[config.mk]
export PLATFORM = sky130hd
export DESIGN_NAME = neuron_weighted_sum_sigmoid
export DESIGN_NICKNAME = d
export VERILOG_FILES = /design/src/hdl/nwss_pkg.sv /design/src/hdl/nwss_ram.sv /design/src/hdl/nwss_act.sv /design/src/hdl/neuron_weighted_sum_sigmoid.sv
export SDC_FILE = /design/constraint.sdc
export NUM_CORES = 2
export LEC_CHECK = 0
export BUFFER_PORTS_ARGS = -buffer_cell sky130_fd_sc_hd__buf_2
export CAP_MARGIN = 0
export CORE_ASPECT_RATIO = 0.7
export CORE_MARGIN = 2
export CORE_UTILIZATION = 25
export CTS_BUF_LIST = sky130_fd_sc_hd__clkbuf_16
export CTS_CLUSTER_SIZE = 24
export DETAILED_ROUTE_END_ITERATION = 8
export SYNTH_ARGS = -nofsm -noshare
export SYNTH_HDL_FRONTEND = slang
export SYNTH_SLANG_ARGS = --single-unit
[constraint.sdc]
create_clock -name i_clk -period 6.38 [get_ports i_clk]
set_input_delay 1.276 -clock i_clk [delete_from_list [all_inputs] [get_ports i_clk]]
set_output_delay 1.276 -clock i_clk [all_outputs]
set_load 0.02 [all_outputs]
[src/hdl/nwss_pkg.sv]
// Shared types, codes and elaboration-time table arithmetic for the neuron block.
`default_nettype none

package nwss_pkg;

    // Default sizes handed to the top-level parameters.
    localparam int MAX_INPUTS_DEF = 64;
    localparam int SIG_DEPTH_DEF  = 256;

    // Field widths fixed by the interface.
    localparam int INDEX_W = 6;
    localparam int VALUE_W = 16;
    localparam int MODE_W  = 2;
    localparam int CFG_W   = 2;
    localparam int ACC_W   = 48;
    localparam int PROD_W  = 32;
    localparam int SIG_W   = 13;

    // Request opcodes.
    localparam logic OP_WEIGHT = 1'b0;
    localparam logic OP_SAMPLE = 1'b1;

    // Configuration register indexes.
    localparam logic [CFG_W-1:0] CFG_MODE  = 2'd0;
    localparam logic [CFG_W-1:0] CFG_SLOPE = 2'd1;
    localparam logic [CFG_W-1:0] CFG_BIAS  = 2'd2;

    // Transfer function codes; any other code behaves as linear.
    localparam logic [MODE_W-1:0] MODE_UNARY  = 2'd0;
    localparam logic [MODE_W-1:0] MODE_BINARY = 2'd1;

    // Reset value of the slope register, and the constant one in Q.12.
    localparam logic [VALUE_W-1:0] SLOPE_RST = 16'd4096;
    localparam logic [VALUE_W-1:0] Q12_ONE   = 16'd4096;

    typedef struct packed {
        logic                      op;
        logic [INDEX_W-1:0]        index;
        logic signed [VALUE_W-1:0] value;
        logic                      last;
    } t_in;

    typedef struct packed {
        logic signed [VALUE_W-1:0] activation;
        logic                      saturated;
    } t_out;

    // Shift-and-subtract division, used only while the sigmoid table is elaborated.
    function automatic logic [63:0] udiv64(input logic [63:0] num, input logic [63:0] den);
        logic [63:0] q;
        logic [64:0] r;
        q = '0;
        r = '0;
        for (int b = 63; b >= 0; b--) begin
            r = {r[63:0], num[b]};
            if (r >= {1'b0, den}) begin
                r    = r - {1'b0, den};
                q[b] = 1'b1;
            end
        end
        return q;
    endfunction

    // e^(-a/4096) in Q.30: Taylor series of e^(-a/32768), then squared three times.
    function automatic logic [63:0] exp_neg_q30(input logic [63:0] a);
        logic [63:0] s;
        logic [63:0] t;
        s = 64'd1 << 30;
        t = 64'd1 << 30;
        for (int k = 1; k <= 16; k++) begin
            t = udiv64((t * a) >> 15, 64'(k));
            if ((k & 1) == 1) begin
                s = s - t;
            end else begin
                s = s + t;
            end
        end
        for (int j = 0; j < 3; j++) begin
            s = ((s * s) + (64'd1 << 29)) >> 30;
        end
        return s;
    endfunction

    // Unary sigmoid in Q.12 at the midpoint of table cell idx.
    function automatic logic [SIG_W-1:0] sig_entry(input int idx, input int depth);
        logic [63:0] off;
        logic [63:0] a;
        logic [63:0] e;
        logic [63:0] d;
        logic [63:0] n;
        longint      m;
        off = udiv64(64'(2 * idx + 1) * 64'd65536, 64'(2 * depth));
        m   = longint'(off) - 64'sd32768;
        a   = (m < 0) ? 64'(-m) : 64'(m);
        e   = exp_neg_q30(a);
        d   = (64'd1 << 30) + e;
        n   = (m >= 0) ? (64'd1 << 42) : (e << 12);
        return SIG_W'(udiv64(n + (d >> 1), d));
    endfunction

endpackage

`default_nettype wire

[src/hdl/nwss_ram.sv]
// Generic single-clock RAM with one write port and one registered read port.
`default_nettype none

module nwss_ram #(
    parameter int WIDTH = 16,
    parameter int DEPTH = 64,
    localparam int AW = (DEPTH > 1) ? $clog2(DEPTH) : 1
) (
    input  wire logic             i_clk,
    input  wire logic             i_wr_en,
    input  wire logic [AW-1:0]    i_wr_addr,
    input  wire logic [WIDTH-1:0] i_wr_data,
    input  wire logic [AW-1:0]    i_rd_addr,
    output logic      [WIDTH-1:0] o_rd_data
);

    logic [WIDTH-1:0] r_mem [DEPTH];
    logic [WIDTH-1:0] r_rd_data;

    always_ff @(posedge i_clk) begin
        if (i_wr_en) begin
            r_mem[i_wr_addr] <= i_wr_data;
        end
        r_rd_data <= r_mem[i_rd_addr];
    end

    assign o_rd_data = r_rd_data;

endmodule

`default_nettype wire

[src/hdl/nwss_act.sv]
// Transfer stage: slope scaling, clamping, sigmoid table lookup and the result register.
`default_nettype none

module nwss_act #(
    parameter int SIGMOID_TABLE_DEPTH = nwss_pkg::SIG_DEPTH_DEF
) (
    input  wire logic                                i_clk,
    input  wire logic                                i_rst_n,
    input  wire logic                                i_start,
    input  wire logic [nwss_pkg::ACC_W-1:0]          i_acc,
    input  wire logic [nwss_pkg::MODE_W-1:0]         i_mode,
    input  wire logic signed [nwss_pkg::VALUE_W-1:0] i_slope,
    output logic                                     o_done,
    output logic                                     o_out_valid,
    input  wire logic                                i_out_ready,
    output nwss_pkg::t_out                           o_out_res
);

    localparam int TW = $clog2(SIGMOID_TABLE_DEPTH);
    localparam int MW = 16 + $clog2(SIGMOID_TABLE_DEPTH + 1);

    // Constant sigmoid table, worked out at elaboration.
    logic [nwss_pkg::SIG_W-1:0] w_table [SIGMOID_TABLE_DEPTH];

    for (genvar g = 0; g < SIGMOID_TABLE_DEPTH; g++) begin : g_table
        localparam logic [nwss_pkg::SIG_W-1:0] ENTRY =
            nwss_pkg::sig_entry(g, SIGMOID_TABLE_DEPTH);
        assign w_table[g] = ENTRY;
    end

    logic                       r_f1_valid;
    logic signed [39:0]         r_p_hi;
    logic signed [40:0]         r_p_lo;
    logic                       r_f2_valid;
    logic [15:0]                r_f2_clamp;
    logic                       r_f2_sat;
    logic                       r_f3_valid;
    logic [TW-1:0]              r_f3_idx;
    logic [15:0]                r_f3_clamp;
    logic                       r_f3_sat;
    logic                       r_f4_valid;
    logic [nwss_pkg::SIG_W-1:0] r_f4_u;
    logic [15:0]                r_f4_clamp;
    logic                       r_f4_sat;
    logic                       r_out_valid;
    nwss_pkg::t_out             r_out_res;
    nwss_pkg::t_out             n_out_res;

    logic [40:0] w_rnd;
    logic [40:0] w_z;
    logic        w_sat_hi;
    logic        w_sat_lo;
    logic [15:0] w_ubias;
    logic [MW-1:0] w_tprod;
    logic        w_load;

    // The low half of the sum is rounded half up into the Q.12 result.
    assign w_rnd    = r_p_lo + 41'h000_0080_0000;
    assign w_z      = {r_p_hi[39], r_p_hi} + {{24{w_rnd[40]}}, w_rnd[40:24]};
    assign w_sat_hi = !w_z[40] && (w_z[39:15] != '0);
    assign w_sat_lo = w_z[40] && (w_z[39:15] != '1);

    assign w_ubias  = r_f2_clamp ^ 16'h8000;
    assign w_tprod  = MW'(w_ubias) * MW'(SIGMOID_TABLE_DEPTH);

    assign w_load   = r_f4_valid && (!r_out_valid || i_out_ready);

    always_comb begin
        n_out_res.saturated = 1'b0;
        unique case (i_mode)
            nwss_pkg::MODE_UNARY: begin
                n_out_res.activation = $signed({3'b000, r_f4_u});
            end
            nwss_pkg::MODE_BINARY: begin
                n_out_res.activation = $signed({2'b00, r_f4_u, 1'b0} - nwss_pkg::Q12_ONE);
            end
            default: begin
                n_out_res.activation = $signed(r_f4_clamp);
                n_out_res.saturated  = r_f4_sat;
            end
        endcase
    end

    always_ff @(posedge i_clk) begin
        if (!i_rst_n) begin
            r_f1_valid  <= 1'b0;
            r_f2_valid  <= 1'b0;
            r_f3_valid  <= 1'b0;
            r_f4_valid  <= 1'b0;
            r_out_valid <= 1'b0;
        end else begin
            r_f1_valid <= i_start;
            r_f2_valid <= r_f1_valid;
            r_f3_valid <= r_f2_valid;
            if (r_f3_valid) begin
                r_f4_valid <= 1'b1;
            end else if (w_load) begin
                r_f4_valid <= 1'b0;
            end
            if (w_load) begin
                r_out_valid <= 1'b1;
            end else if (i_out_ready) begin
                r_out_valid <= 1'b0;
            end
        end
    end

    always_ff @(posedge i_clk) begin
        if (i_start) begin
            r_p_hi <= $signed(i_acc[47:24]) * i_slope;
            r_p_lo <= $signed({1'b0, i_acc[23:0]}) * i_slope;
        end
        if (r_f1_valid) begin
            r_f2_sat <= w_sat_hi || w_sat_lo;
            if (w_sat_hi) begin
                r_f2_clamp <= 16'h7FFF;
            end else if (w_sat_lo) begin
                r_f2_clamp <= 16'h8000;
            end else begin
                r_f2_clamp <= w_z[15:0];
            end
        end
        if (r_f2_valid) begin
            r_f3_idx   <= w_tprod[16 +: TW];
            r_f3_clamp <= r_f2_clamp;
            r_f3_sat   <= r_f2_sat;
        end
        if (r_f3_valid) begin
            r_f4_u     <= w_table[r_f3_idx];
            r_f4_clamp <= r_f3_clamp;
            r_f4_sat   <= r_f3_sat;
        end
        if (w_load) begin
            r_out_res <= n_out_res;
        end
    end

    assign o_done      = w_load;
    assign o_out_valid = r_out_valid;
    assign o_out_res   = r_out_res;

endmodule

`default_nettype wire

[src/hdl/neuron_weighted_sum_sigmoid.sv]
// Top level of the single neuron: weight memory, multiply-accumulate and transfer stage.
`default_nettype none

// A single neuron. A request with op clear writes its value into the weight memory
// at its index (indexes at or above MAX_INPUTS are dropped); a request with op set
// is a sample, which is multiplied by the weight at the running position and added
// to a 48-bit sum that starts from the bias at the first sample of each vector.
// Samples beyond MAX_INPUTS add nothing. The sample marked last produces one result:
// the sum is scaled by the slope, rounded to Q4.12, and passed through the unary
// sigmoid, the binary sigmoid or a saturating linear stage, chosen by mode.
// Weight writes and ordinary samples are taken one per cycle unless a pending result
// holds them off; the multiply-accumulate runs as a three-stage pipeline behind the
// weight memory's registered read port, and a weight write takes effect for the very
// next sample. A sample marked last holds off further requests until its result has
// moved into the output register, which happens only when the output side is free.
// On its way the result passes the weight read, the product and the accumulate,
// followed by the slope multiply, clamp, table index and registered table read.
// While a result waits in the output register, new requests are still taken.
// Weights come out of reset undefined and must be written before they are used.
// The configuration port is always ready and must only be written while the block
// is idle.

module neuron_weighted_sum_sigmoid #(
    parameter int MAX_INPUTS          = nwss_pkg::MAX_INPUTS_DEF,
    parameter int SIGMOID_TABLE_DEPTH = nwss_pkg::SIG_DEPTH_DEF
) (
    input  wire logic                          i_clk,
    input  wire logic                          i_rst_n,
    input  wire logic                          i_cfg_valid,
    output logic                               o_cfg_ready,
    input  wire logic [nwss_pkg::CFG_W-1:0]    i_cfg_index,
    input  wire logic [nwss_pkg::VALUE_W-1:0]  i_cfg_data,
    input  wire logic                          i_in_valid,
    output logic                               o_in_ready,
    input  wire nwss_pkg::t_in                 i_in_req,
    output logic                               o_out_valid,
    input  wire logic                          i_out_ready,
    output nwss_pkg::t_out                     o_out_res
);

    localparam int AW = (MAX_INPUTS > 1) ? $clog2(MAX_INPUTS) : 1;
    localparam int PW = $clog2(MAX_INPUTS + 1);

    // Configuration registers.
    logic [nwss_pkg::MODE_W-1:0]         r_mode;
    logic signed [nwss_pkg::VALUE_W-1:0] r_slope;
    logic signed [nwss_pkg::VALUE_W-1:0] r_bias;

    // Front end: position counter and the hold-off flag for a pending result.
    logic [PW-1:0] r_pos;
    logic [PW-1:0] n_pos;
    logic          r_busy;

    // Stage one: weight read in flight.
    logic                                r_s1_valid;
    logic                                r_s1_first;
    logic                                r_s1_add;
    logic                                r_s1_last;
    logic signed [nwss_pkg::VALUE_W-1:0] r_s1_value;

    // Stage two: product ready to accumulate.
    logic                               r_s2_valid;
    logic                               r_s2_first;
    logic                               r_s2_last;
    logic signed [nwss_pkg::PROD_W-1:0] r_s2_prod;

    // Accumulator and the start strobe for the transfer stage.
    logic [nwss_pkg::ACC_W-1:0] r_acc;
    logic [nwss_pkg::ACC_W-1:0] n_acc;
    logic                       r_fin;

    logic                         w_accept;
    logic                         w_sample;
    logic                         w_wr_en;
    logic [nwss_pkg::VALUE_W-1:0] w_rdata;
    logic [nwss_pkg::ACC_W-1:0]   w_bias_q24;
    logic                         w_done;

    assign o_cfg_ready = 1'b1;
    assign o_in_ready  = !r_busy;

    assign w_accept = i_in_valid && o_in_ready;
    assign w_sample = w_accept && (i_in_req.op == nwss_pkg::OP_SAMPLE);
    assign w_wr_en  = w_accept && (i_in_req.op == nwss_pkg::OP_WEIGHT) &&
                      ({{(32 - nwss_pkg::INDEX_W){1'b0}}, i_in_req.index} < 32'(MAX_INPUTS));

    // Weight memory, read at the running position every cycle.
    nwss_ram #(
        .WIDTH (nwss_pkg::VALUE_W),
        .DEPTH (MAX_INPUTS)
    ) u_weights (
        .i_clk     (i_clk),
        .i_wr_en   (w_wr_en),
        .i_wr_addr (AW'(i_in_req.index)),
        .i_wr_data (i_in_req.value),
        .i_rd_addr (r_pos[AW-1:0]),
        .o_rd_data (w_rdata)
    );

    // The position stops at MAX_INPUTS and returns to zero after the last sample.
    always_comb begin
        n_pos = r_pos;
        if (w_sample) begin
            if (i_in_req.last) begin
                n_pos = '0;
            end else if (r_pos < PW'(MAX_INPUTS)) begin
                n_pos = r_pos + PW'(1);
            end
        end
    end

    // The bias enters the sum in Q.24, so it is shifted up by twelve bits.
    assign w_bias_q24 = {{(nwss_pkg::ACC_W - nwss_pkg::VALUE_W - 12){r_bias[15]}},
                         r_bias, 12'b0};
    assign n_acc = (r_s2_first ? w_bias_q24 : r_acc) +
                   {{(nwss_pkg::ACC_W - nwss_pkg::PROD_W){r_s2_prod[31]}}, r_s2_prod};

    always_ff @(posedge i_clk) begin
        if (!i_rst_n) begin
            r_mode     <= nwss_pkg::MODE_UNARY;
            r_slope    <= nwss_pkg::SLOPE_RST;
            r_bias     <= '0;
            r_pos      <= '0;
            r_busy     <= 1'b0;
            r_s1_valid <= 1'b0;
            r_s2_valid <= 1'b0;
            r_fin      <= 1'b0;
        end else begin
            if (i_cfg_valid && o_cfg_ready) begin
                unique case (i_cfg_index)
                    nwss_pkg::CFG_MODE:  r_mode  <= i_cfg_data[nwss_pkg::MODE_W-1:0];
                    nwss_pkg::CFG_SLOPE: r_slope <= i_cfg_data;
                    nwss_pkg::CFG_BIAS:  r_bias  <= i_cfg_data;
                    default: ;
                endcase
            end
            r_pos <= n_pos;
            if (w_sample && i_in_req.last) begin
                r_busy <= 1'b1;
            end else if (w_done) begin
                r_busy <= 1'b0;
            end
            r_s1_valid <= w_sample;
            r_s2_valid <= r_s1_valid;
            r_fin      <= r_s2_valid && r_s2_last;
        end
    end

    always_ff @(posedge i_clk) begin
        if (w_sample) begin
            r_s1_first <= (r_pos == '0);
            r_s1_add   <= (r_pos < PW'(MAX_INPUTS));
            r_s1_last  <= i_in_req.last;
            r_s1_value <= i_in_req.value;
        end
        if (r_s1_valid) begin
            r_s2_first <= r_s1_first;
            r_s2_last  <= r_s1_last;
            // Both factors are signed, so the product is formed on its own.
            if (r_s1_add) begin
                r_s2_prod <= r_s1_value * $signed(w_rdata);
            end else begin
                r_s2_prod <= '0;
            end
        end
        if (r_s2_valid) begin
            r_acc <= n_acc;
        end
    end

    // Slope scaling, transfer function and the output register.
    nwss_act #(
        .SIGMOID_TABLE_DEPTH (SIGMOID_TABLE_DEPTH)
    ) u_act (
        .i_clk       (i_clk),
        .i_rst_n     (i_rst_n),
        .i_start     (r_fin),
        .i_acc       (r_acc),
        .i_mode      (r_mode),
        .i_slope     (r_slope),
        .o_done      (w_done),
        .o_out_valid (o_out_valid),
        .i_out_ready (i_out_ready),
        .o_out_res   (o_out_res)
    );

endmodule

`default_nettype wire
==> results.txt <==
* Number of nets in the finished design: between 9000 and 10000
* Final worst path period share: 105.3%
* Fillcell total: 37513
* Half-perimeter wire length after placement: 175000 microns
* Synthesized flop and latch total: roughly 1300
- For this design the ratio of total power to cell area is 314.2 mW/mm^2.
* Timing-limited maximum frequency: 148.9 MHz
- TritonCTS created approximately 140 clock buffers.
- RD Place Congestion: roughly 0.87
* Part of the Yosys area used for sequential elements: 42.19%
* Total global-route track usage: about an eighth
* Worst slew margin relative to its limit: a little over a fifth
* Setup slack after placement: -0.4589 ns
- Count of yosys warnings during synthesis: 0
* Root buffer cell: clkbuf_16
- Dividing the synthesized area by the synthesized cell count gives 12.55 sq um.
- The number of nets handed over by synthesis was just under 9000.
- Run status: finished with violations
* Tot Pwr: approximately 34 mW
- Largest clock skew in the final design: 0.1171 ns
- Height of the die: just over 500 microns
* Total met2 wirelength after detailed routing: between 100000 and 150000 microns
* Wire length of the first global-routing pass: 368900 microns
- Number of global-route vias before repair: approximately 58000
- Syn Std Cell Area: 0.09310 sq mm
* Max Cap Viol: 0
* Final Setup Violations: 16
* Ys flop type: edfxtp_1
- Entering global routing, the biggest net connects 95 pins.
* Placement Rows: roughly 190
- Using the TritonRoute via totals, the vias-per-cell ratio works out to ~4.5.
- The worst-case IR drop observed on VDD is just under 1 mV.
* End-of-flow core utilization: 29.42%
* TritonCTS Sinks: 1330
- The final hold violation count is 0.
* Total routed wirelength: around 240000 microns
- For this run, asynchronously set or reset flops after synthesis account for 0%.
* Skew-Pair Late Insertion Delay: between 0.8 and 0.9 ns
- In this run the horizontal extent of the chip is roughly 730 microns.
- For the worst setup path, the data arrival time is about 7.2 ns.
- Placement-stage cell area: between 0.1 and 0.15 sq mm
- Most common cell after layout, fill and taps aside: edfxtp_1
* Met3 wire length: roughly 21000 microns
- The initial antenna violation count was 15.
- STA classifies the critical path startpoint as a register.
- Pin placement for this block handled 67 I/O pins.
- Maximum buffer depth of the clock tree: 4
- The routed layout has between 50000 and 60000 vias.
- Max Used Layer: met4
- The detail route stage leaves a number of antenna-violating nets equal to 0.
- For the finished layout, the period the worst path requires is between 6 and 7 ns.
* Transition time at the pin with the least slew margin: 1.180 ns
- TritonCTS clock tree: done
- Global routing finished with a remaining overflow of 0.
* Layout-stage area growth over the synthesis result: 17.13%
- Initial cell density of the core: approximately a quarter
* Drt wl/cell: about 19 microns
* Post-synthesis instance total: 7417
- In the layout the commonest cells are edfxtp_1, inv_1, fa_1, nand2_1, buf_4.
- Die area: about 0.38 sq mm
- Level count of the clock H-tree: 4
* Static Leakage: roughly 43 nW
* Kind of critical path: reg -> reg
- The finished layout holds 12915 standard cells, fillers aside.
- The total count of max-transition violations in the final report came to 0.
- Peak fanout along the critical path: 11
- Setup repair after global routing could not meet its margin everywhere.
* Hold Path Class: reg -> reg
- The finished cells cover between 0.1 and 0.15 sq mm.
* Number of unique standard cell types used by synthesis: ~120
- Before antenna repair, the detailed router went through 5 iterations.
- The worst setup path is captured at a register.
- Residual DRC count: 0
- Across all setup checks in the final design, the least slack found is -0.3354 ns.
- Drt first-iter violations: 5978
* Required time of the critical path: just under 7 ns
- Hold Buf Count CTS: 0
- The floorplan step defined a core boundary enclosing approximately 0.37 sq mm.
* Failing checks: setup timing
* Layout cells sized above 1: 19.31%
- The synthesized design contains ~1300 enable-type register cells.
- Input and output buffers added on the ports amount to 65.
- Wire length on met1: between 100000 and 150000 microns
- Clk pin slew, worst setup/hold paths: roughly 0.070 ns
- Once placement completed, the tool counted placed cells totaling between 10000 and 15000.
==> logic make-up after synthesis <==
family          count (synthesis)  synth area share (%)
compound gates                794                 5.711
xor+xnor                      175                 1.646
fa+ha+maj                    1365                 25.95
buf+inv                      1531                 6.322
flops                        1330                 42.19
mux                           374                 8.588
other cells                     1              0.004028
simple gates                 1847                 9.589
==> layer usage <==
metal	up-vias	track usage (%)
met5	-	0
met4	0	2.202
met3	236	2.643
met2	2202	18.05
met1	29784	19.55
li1	26093	-
==> path summary, 6_finish.rpt <==
path                        startpoint              endpoint  slack [ns]  depth (start not counted)
setup / recovery            r_slope[4]      u_act.r_p_hi[39]       -0.34                         25
hold / removal    u_act.r_f2_clamp[10]  u_act.r_f3_clamp[10]        0.40                          0
setup reg to reg            r_slope[4]      u_act.r_p_hi[39]       -0.34                         25
hold reg to reg   u_act.r_f2_clamp[10]  u_act.r_f3_clamp[10]        0.40                          0
==> layout make-up <==
type,count,area [sq um],share of cell area (%)
antenna,5,12.51,0.01147
clock buffer,140,3503,3.213
clock inverter,94,833.3,0.7642
inverter,1182,4438,4.070
multi-input combinational,4556,48960,44.90
sequential,1330,39330,36.07
tap,4914,6148,5.638
timing repair buffer,694,5823,5.340
==> sequential cells by signal, indices dropped and copies added, names as in the netlist, 2 cells and up <==
signal and flops:
r_bias 16, u_weights.r_mem 1024, r_s1_value 16, r_s2_prod 32, r_mode 2, u_act.r_f2_clamp 16
u_act.o_out_res 17, u_act.r_f4_clamp 16, u_act.r_f4_u 12, u_act.r_p_hi 40, r_pos 7, u_weights.o_rd_data 16
u_act.r_p_lo 18, r_acc 48, r_slope 16, u_act.r_f3_clamp 16
==> where the power goes <==
group | switching (mW) | internal, mW | total [mW]
sequential | 0.169 | 10.2 | 10.4
combinational | 8.29 | 7.57 | 15.9
clock | 3.46 | 4.53 | 7.99
==> what timing repair did <==
action / CTS / global route
endpoints found under the setup margin: 34 / 45
pin swaps: 22 / 108
gates resized for setup: 82 / 240
setup buffers: 19 / 46
gates cloned: 2 / 2
==> cell usage after synthesis (104+ instances only) <==
master,instances,share of area [%]
a21o_1,104,0.84
xnor2_1,127,1.2
mux4_2,338,8.2
and2_1,455,3.1
edfxtp_1,1264,41
ha_1,422,5.7
a21oi_1,206,1.1
o21ai_0,156,0.84
fa_1,943,20
inv_1,1176,4.7
nor2_1,271,1.1
clkbuf_1,282,1.1
nand2_1,781,3.1
==> metrics by stage <==
stage | TNS, ns | hold WS (ns)
after global placement | -7.030 | 0.4032
after detailed placement | -8.346 | 0.4045
after global routing | -7.057 | 0.3912
after floorplan | -0.1055 | 0.4003
final | -2.624 | 0.3977
after CTS | -1.998 | 0.3834
==> critical path, cell delays in order, from the launching register on <==
cell and delay (ns):
dfxtp_4 0.36, buf_6 0.13, bufbuf_16 0.28, and2_4 0.14, fa_2 0.55, inv_1 0.05, fa_2 0.35, fa_2 0.57
inv_1 0.06, fa_2 0.39, fa_1 0.49, inv_1 0.05, fa_1 0.48, inv_1 0.04, ha_2 0.16, a21o_1 0.17
a21o_1 0.19, a221o_1 0.35, a221o_1 0.31, or3_4 0.34, a31oi_4 0.17, nor4_2 0.07, or3_1 0.34, a31o_1 0.19
a21oi_2 0.12, xnor2_1 0.07
Note: power is estimated with default switching activity, not from simulation.
